==> src/rtl/mplh_pkg.sv <==
// Shared types and constants for the memory pressure level detector.
// Used by every module of the block; depends on nothing else.
`timescale 1ns / 1ps

package mplh_pkg;

    // Field widths
    localparam int MB_W      = 20;
    localparam int LEVEL_W   = 2;
    localparam int CFG_IDX_W = 3;
    localparam int IN_DATA_W  = 40;
    localparam int OUT_DATA_W = 8;

    // Level codes
    localparam logic [LEVEL_W-1:0] LVL_NORMAL   = 2'd0;
    localparam logic [LEVEL_W-1:0] LVL_LOW      = 2'd1;
    localparam logic [LEVEL_W-1:0] LVL_CRITICAL = 2'd2;
    localparam logic [LEVEL_W-1:0] LVL_DEADLY   = 2'd3;

    // Register indexes
    localparam logic [CFG_IDX_W-1:0] REG_ENTER_LOW      = 3'd0;
    localparam logic [CFG_IDX_W-1:0] REG_ENTER_CRITICAL = 3'd1;
    localparam logic [CFG_IDX_W-1:0] REG_ENTER_DEADLY   = 3'd2;
    localparam logic [CFG_IDX_W-1:0] REG_LEAVE_LOW      = 3'd3;
    localparam logic [CFG_IDX_W-1:0] REG_LEAVE_CRITICAL = 3'd4;
    localparam logic [CFG_IDX_W-1:0] REG_LEAVE_DEADLY   = 3'd5;

    // Reset values of the thresholds
    localparam logic [MB_W-1:0] RST_ENTER_LOW      = 20'd25;
    localparam logic [MB_W-1:0] RST_ENTER_CRITICAL = 20'd20;
    localparam logic [MB_W-1:0] RST_ENTER_DEADLY   = 20'd19;
    localparam logic [MB_W-1:0] RST_LEAVE          = 20'd26;

    typedef struct packed {
        logic [MB_W-1:0] enter_low;
        logic [MB_W-1:0] enter_critical;
        logic [MB_W-1:0] enter_deadly;
        logic [MB_W-1:0] leave_low;
        logic [MB_W-1:0] leave_critical;
        logic [MB_W-1:0] leave_deadly;
    } thresh_t;

    typedef struct packed {
        logic [MB_W-1:0] reclaimable_mb;
        logic [MB_W-1:0] free_mb;
    } sample_t;

    typedef struct packed {
        logic               deadly_alert;
        logic               notify;
        logic [LEVEL_W-1:0] level;
    } result_t;

endpackage

==> src/rtl/mplh_cfg.sv <==
// Threshold register file for the memory pressure level detector.
// Depends on mplh_pkg.
`timescale 1ns / 1ps

module mplh_cfg (
    input  logic                           clk,
    input  logic                           rst_n,
    input  logic                           cfg_we,
    input  logic [mplh_pkg::CFG_IDX_W-1:0] cfg_index,
    input  logic [mplh_pkg::MB_W-1:0]      cfg_data,
    output mplh_pkg::thresh_t              thresh
);
    import mplh_pkg::*;

    thresh_t thresh_reg;

    // Write one threshold per enabled cycle; unknown indexes are dropped.
    always_ff @(posedge clk or negedge rst_n)
    begin
        if (!rst_n)
        begin
            thresh_reg.enter_low      <= RST_ENTER_LOW;
            thresh_reg.enter_critical <= RST_ENTER_CRITICAL;
            thresh_reg.enter_deadly   <= RST_ENTER_DEADLY;
            thresh_reg.leave_low      <= RST_LEAVE;
            thresh_reg.leave_critical <= RST_LEAVE;
            thresh_reg.leave_deadly   <= RST_LEAVE;
        end
        else if (cfg_we)
        begin
            unique case (cfg_index)
                REG_ENTER_LOW:      thresh_reg.enter_low      <= cfg_data;
                REG_ENTER_CRITICAL: thresh_reg.enter_critical <= cfg_data;
                REG_ENTER_DEADLY:   thresh_reg.enter_deadly   <= cfg_data;
                REG_LEAVE_LOW:      thresh_reg.leave_low      <= cfg_data;
                REG_LEAVE_CRITICAL: thresh_reg.leave_critical <= cfg_data;
                REG_LEAVE_DEADLY:   thresh_reg.leave_deadly   <= cfg_data;
                default:            ;
            endcase
        end
    end

    assign thresh = thresh_reg;

endmodule

==> src/rtl/mplh_eval.sv <==
// Level decision with hysteresis and the stored last level.
// Depends on mplh_pkg.
`timescale 1ns / 1ps

module mplh_eval (
    input  logic               clk,
    input  logic               rst_n,
    input  mplh_pkg::thresh_t  thresh,
    input  mplh_pkg::sample_t  sample,
    input  logic               advance,
    output mplh_pkg::result_t  result
);
    import mplh_pkg::*;

    logic [LEVEL_W-1:0] last_level_reg;
    logic [LEVEL_W-1:0] last_level_next;
    logic [LEVEL_W-1:0] cand;
    logic [LEVEL_W-1:0] level;
    logic [MB_W-1:0]    leave_th;
    logic               hold;

    // Highest level whose enter threshold lies above both values.
    always_comb
    begin
        if (sample.free_mb < thresh.enter_deadly &&
            sample.reclaimable_mb < thresh.enter_deadly)
            cand = LVL_DEADLY;
        else if (sample.free_mb < thresh.enter_critical &&
                 sample.reclaimable_mb < thresh.enter_critical)
            cand = LVL_CRITICAL;
        else if (sample.free_mb < thresh.enter_low &&
                 sample.reclaimable_mb < thresh.enter_low)
            cand = LVL_LOW;
        else
            cand = LVL_NORMAL;
    end

    // Leave threshold of the stored level.
    always_comb
    begin
        unique case (last_level_reg)
            LVL_LOW:      leave_th = thresh.leave_low;
            LVL_CRITICAL: leave_th = thresh.leave_critical;
            LVL_DEADLY:   leave_th = thresh.leave_deadly;
            default:      leave_th = '0;
        endcase
    end

    // Keep the stored level while both values stay below its leave threshold.
    assign hold  = (cand < last_level_reg) &&
                   (sample.free_mb < leave_th) && (sample.reclaimable_mb < leave_th);
    assign level = hold ? last_level_reg : cand;

    assign result.level        = level;
    assign result.deadly_alert = (level == LVL_DEADLY);
    assign result.notify       = (level != LVL_DEADLY) && (level != last_level_reg);

    // A deadly result leaves the stored level untouched.
    assign last_level_next = result.notify ? level : last_level_reg;

    always_ff @(posedge clk or negedge rst_n)
    begin
        if (!rst_n)
            last_level_reg <= LVL_NORMAL;
        else if (advance)
            last_level_reg <= last_level_next;
    end

endmodule

==> src/rtl/memory_pressure_level_hysteresis.sv <==
// Top level of the memory pressure level detector with hysteresis.
// Depends on mplh_pkg, mplh_cfg and mplh_eval.
//
//   channel | signals                         | word contents (low bit up)
//   --------+---------------------------------+----------------------------------------
//   s       | s_tvalid s_tready s_tdata[39:0] | free_mb[19:0], reclaimable_mb[39:20]
//   m       | m_tvalid m_tready m_tdata[7:0]  | level[1:0], notify[2], deadly_alert[3]
//   cfg     | cfg_we cfg_index cfg_data       | one 20-bit threshold per write
//
// One word per cycle sustained while m does not stall. A word waits in the input
// register; its result is decided there in a single pass and lands in the result
// register, which drives m. The stored level moves only when a word passes to the
// result register. Reset clears both stages and restores the default thresholds;
// a stall on m backs up into s only once both registers are full.
`timescale 1ns / 1ps

module memory_pressure_level_hysteresis (
    input  logic                            clk,
    input  logic                            rst_n,
    input  logic                            s_tvalid,
    output logic                            s_tready,
    input  logic [mplh_pkg::IN_DATA_W-1:0]  s_tdata,   // free_mb, reclaimable_mb
    output logic                            m_tvalid,
    input  logic                            m_tready,
    output logic [mplh_pkg::OUT_DATA_W-1:0] m_tdata,   // level, notify, deadly_alert, pad
    input  logic                            cfg_we,
    input  logic [mplh_pkg::CFG_IDX_W-1:0]  cfg_index,
    input  logic [mplh_pkg::MB_W-1:0]       cfg_data
);
    import mplh_pkg::*;

    thresh_t thresh;
    sample_t sample_reg;
    result_t result;
    result_t result_reg;
    logic    in_valid_reg;
    logic    out_valid_reg;
    logic    advance;

    mplh_cfg u_cfg (
        .clk       (clk),
        .rst_n     (rst_n),
        .cfg_we    (cfg_we),
        .cfg_index (cfg_index),
        .cfg_data  (cfg_data),
        .thresh    (thresh)
    );

    mplh_eval u_eval (
        .clk     (clk),
        .rst_n   (rst_n),
        .thresh  (thresh),
        .sample  (sample_reg),
        .advance (advance),
        .result  (result)
    );

    // A word moves on when the result register is free or being drained.
    assign advance  = in_valid_reg && (!out_valid_reg || m_tready);
    assign s_tready = !in_valid_reg || advance;

    // Input register
    always_ff @(posedge clk or negedge rst_n)
    begin
        if (!rst_n)
            in_valid_reg <= 1'b0;
        else if (s_tready)
            in_valid_reg <= s_tvalid;
    end

    always_ff @(posedge clk)
    begin
        if (s_tready && s_tvalid)
            sample_reg <= sample_t'(s_tdata);
    end

    // Result register
    always_ff @(posedge clk or negedge rst_n)
    begin
        if (!rst_n)
            out_valid_reg <= 1'b0;
        else if (advance)
            out_valid_reg <= 1'b1;
        else if (m_tready)
            out_valid_reg <= 1'b0;
    end

    always_ff @(posedge clk)
    begin
        if (advance)
            result_reg <= result;
    end

    assign m_tvalid = out_valid_reg;
    assign m_tdata  = {{(OUT_DATA_W - $bits(result_t)){1'b0}}, result_reg};

endmodule

==> config.mk <==
export PLATFORM = sky130hd
export DESIGN_NAME = memory_pressure_level_hysteresis
export DESIGN_NICKNAME = d
export VERILOG_FILES = /design/src/rtl/mplh_pkg.sv /design/src/rtl/mplh_cfg.sv /design/src/rtl/mplh_eval.sv /design/src/rtl/memory_pressure_level_hysteresis.sv
export SDC_FILE = /design/constraint.sdc
export NUM_CORES = 1
export LEC_CHECK = 0
export BUFFER_PORTS_ARGS = -buffer_cell sky130_fd_sc_hd__buf_4
export CORE_ASPECT_RATIO = 0.6
export CORE_UTILIZATION = 50
export CTS_BUF_LIST = sky130_fd_sc_hd__clkbuf_16
export DETAILED_ROUTE_END_ITERATION = 8
export GPL_ROUTABILITY_DRIVEN = 0
export PLACE_DENSITY = 0.68
export SYNTH_ARGS = -nofsm -noshare
export SYNTH_HDL_FRONTEND = slang
export SYNTH_SLANG_ARGS = --single-unit
==> constraint.sdc <==
create_clock -name clk -period 10.1 [get_ports clk]
set_input_delay 3.03 -clock clk [delete_from_list [all_inputs] [get_ports clk]]
set_output_delay 3.03 -clock clk [all_outputs]
set_load 0.02 [all_outputs]
==> run_results.csv <==
group,metric,value,unit
clocking,clk_latency,0.44,ns
sta,fin_crit_sh,64.6,%
layout,mostFrequentLayoutCells,"ha_1 (153), dfrtp_1 (107), nand2_1 (95), buf_4 (82), o21ai_0 (78)",
run_status,outcome,"finished, final reports clean",
power_and_ir_drop,ir_drop,0.142,mV
layout,multi_input_area,5120,um2
sta,slew_viol_final,0,
setup_path,worst_ep_required_time,7.07,ns
layout,regArea,4450,um2
sta,rsz0062_at_grt,"no",
power_and_ir_drop,comb_power_share,36.7,%
logic_synthesis,yosys.area.top_type_share,27.1,%
logic_synthesis,synthFlopType,"dfrtp_1",
power_and_ir_drop,pwr-share-clk,25.4,%
clocking,clk_pin_slew,0.07,ns
layout,largest_register_ffs,120,
grt,grt_pass1_wl,37900,um
grt,antenna_found_initial,0,
routing,post_drt_wl_per_cell,19.2,um
placement,post-place-cells,1233,
logic_synthesis,seq_area_frac_synth,44.9,%
sta,setup-violations-final,0,
routing,drc,0,
floorplan,initial_core_util,51.6,%
logic_synthesis,synth-async-reset-ratio,73.8,%
layout,syn2layout_area_growth,14.1,%
sta,fmax,0.153,GHz
routing,ant_nets,0,
grt,grt_pass1_vias,6689,
setup_path,r2r_cells,14,
clocking,post_cts_buffers,0,
floorplan,core,19200,um2
sta,relSlewSlack,32.4,%
logic_synthesis,ys_ff_latch,168,
layout,fin_util,58.9,%
floorplan,rows,39,
power_and_ir_drop,swShare,36.0,%
sta,max_slew.worst_pin.slew,1.01,ns
logic_synthesis,synth_edf_count,44,
power_and_ir_drop,seqPwrFrac,37.9,%
layout,antenna_cells,0,
placement,portBuffers,73,
layout,fin_nets,1207,
clocking,cts_resized,0,
routing,vias,7207,
sta,tns,0,ns
placement,hpwl,18500,um
grt,grt_max_degree,71,
setup_path,criticalPathCategory,"input port to primary output",
floorplan,ioPinCount,78,
setup_path,cp-start-kind,"input port",
floorplan,die_w,184,um
layout,final_common_cell,"ha_1",
logic_synthesis,avgSynthCellArea,10.9,um2
floorplan,die_h,111,um
setup_path,crit_fanout,3,
clocking,numCtsBuffers,17,
floorplan,die_area,20400,um2
sta,hold_viol_final,0,
sta,period_needed,6.52,ns
setup_path,worstSetupEndpointType,"primary output",
logic_synthesis,yosys-top-cells-area,"dfrtp_1 (27%), ha_1 (19%), edfxtp_1 (13%)",
power_and_ir_drop,leakagePower,5.03,nW
logic_synthesis,synth_cells,911,
logic_synthesis,ys_warn_count,0,
layout,drive_gt1_share,20.7,%
routing,post_drt_via_cell_ratio,5.70,
logic_synthesis,synth_cell_types,51,
clocking,cts_buffer_depth,2,
setup_path,cp.arrival,3.49,ns
power_and_ir_drop,internal_power,1.54,mW
clocking,ctsHoldBuffers,0,
clocking,root_buffer,"clkbuf_16",
worst_hold_path,hold_path_depth,1,
grt,grt-ovfl-total,0,
grt,grt_usage,25.1,%
clocking,cts_tree,"built",
layout,layoutNonFillerInstCount,1265,
clocking,htreeDepth,4,
logic_synthesis,mappedNetlistArea,9890,um2
power_and_ir_drop,power_density,213,nW/um2
layout,fillers,1596,
logic_synthesis,synth_top_cell_by_area,"dfrtp_1",
run,max-cap-violations,0,
routing,dr.pass1.iters,5,
routing,drtIter0Drc,713,
power_and_ir_drop,p_sw,863,uW
routing,routed_wirelength,24300,um
worst_hold_path,hold_class,"flop to flop",
clocking,cts_num_sinks,168,
sta,fin_skew,0.00999,ns
synth_stat cells, drive strengths merged, types with 7 or more instances:
cell and instances:
nand2b 12, nand3 12, inv 62, dfstp 17, a21oi 66, a221oi 7, clkbuf 23, nand4 23
mux2i 19, o211ai 7, mux2 66, a21o 8, ha 153, dfrtp 107, o21ai 82, nand2 95
a211oi 13, nor2 37, edfxtp 44
area by class of cell:
cell class / instances / area share, %
Clock buffer: 17 / 3.77
Sequential cell: 168 / 39.4
Timing Repair Buffer: 82 / 5.45
Tap cell: 266 / 2.95
Inverter: 62 / 2.06
Multi-Input combinational cell: 655 / 45.4
Clock inverter: 15 / 1.01
per-stage QoR:
| step | instance area (um2) | setup slack, ns | power [mW] | hold slack (ns) |
|---|---|---|---|---|
| after floorplan | 9900 | 3.76 | 1.54 | 0.457 |
| after global placement | 10700 | 3.58 | 1.76 | 0.479 |
| after detailed placement | 10700 | 3.57 | 1.79 | 0.489 |
| after CTS | 11300 | 3.57 | 2.41 | 0.506 |
| after global routing | 11300 | 3.54 | 2.57 | 0.515 |
| final | 11300 | 3.58 | 2.40 | 0.498 |
cell families (layout without fill, tap and decap cells):
group / count (synthesis) / after routing / synth area share, %
AOI/OAI and AO/OA: 204 / 204 / 12.5
adders and majority gates: 153 / 153 / 19.4
buffers and inverters: 91 / 176 / 3.62
DFF: 168 / 168 / 44.9
muxes: 85 / 85 / 9.55
other: 1 / 4 / 0.0379
and+or+nand+nor: 209 / 209 / 10.0
routing by layer:
layer | track usage (%) | vias to the layer above | routed length, um
li1 | - | 3474 | -
met1 | 42.8 | 3470 | 13300
met2 | 30.5 | 242 | 8870
met3 | 6.04 | 21 | 1870
met4 | 5.17 | 0 | 196
met5 | 0 | - | 0
critical path: stages:
cell and delay (ns):
buf_4 0.11, nand3b_1 0.18, buf_4 0.18
power groups by stage:
stage	Clock [mW]	Sequential, mW	Combinational, mW
final	0.609	0.911	0.880
after global routing	0.653	0.923	0.993
after CTS	0.624	0.908	0.877
after detailed placement	0	0.920	0.869
after global placement	0	0.915	0.844
after floorplan	0	0.902	0.634
worst paths after layout:
check / startpoint / to / slack (ns)
min in group asynchronous: rst_n / u_cfg.thresh[32]$_DFFE_PN0P_ / 2.64
setup / recovery: m_tready / s_tready / 3.58
hold / removal: in_valid_reg$_DFFE_PN0N_ / m_tvalid$_DFFE_PN0P_ / 0.50
setup reg to reg: sample_reg[26]$_DFFE_PP_ / m_tdata[3]$_DFFE_PP_ / 5.90
max in group asynchronous: rst_n / u_cfg.thresh[90]$_DFFE_PN0P_ / 6.08
hold reg to reg: in_valid_reg$_DFFE_PN0N_ / m_tvalid$_DFFE_PN0P_ / 0.50
(Power assumes the default switching activity.)
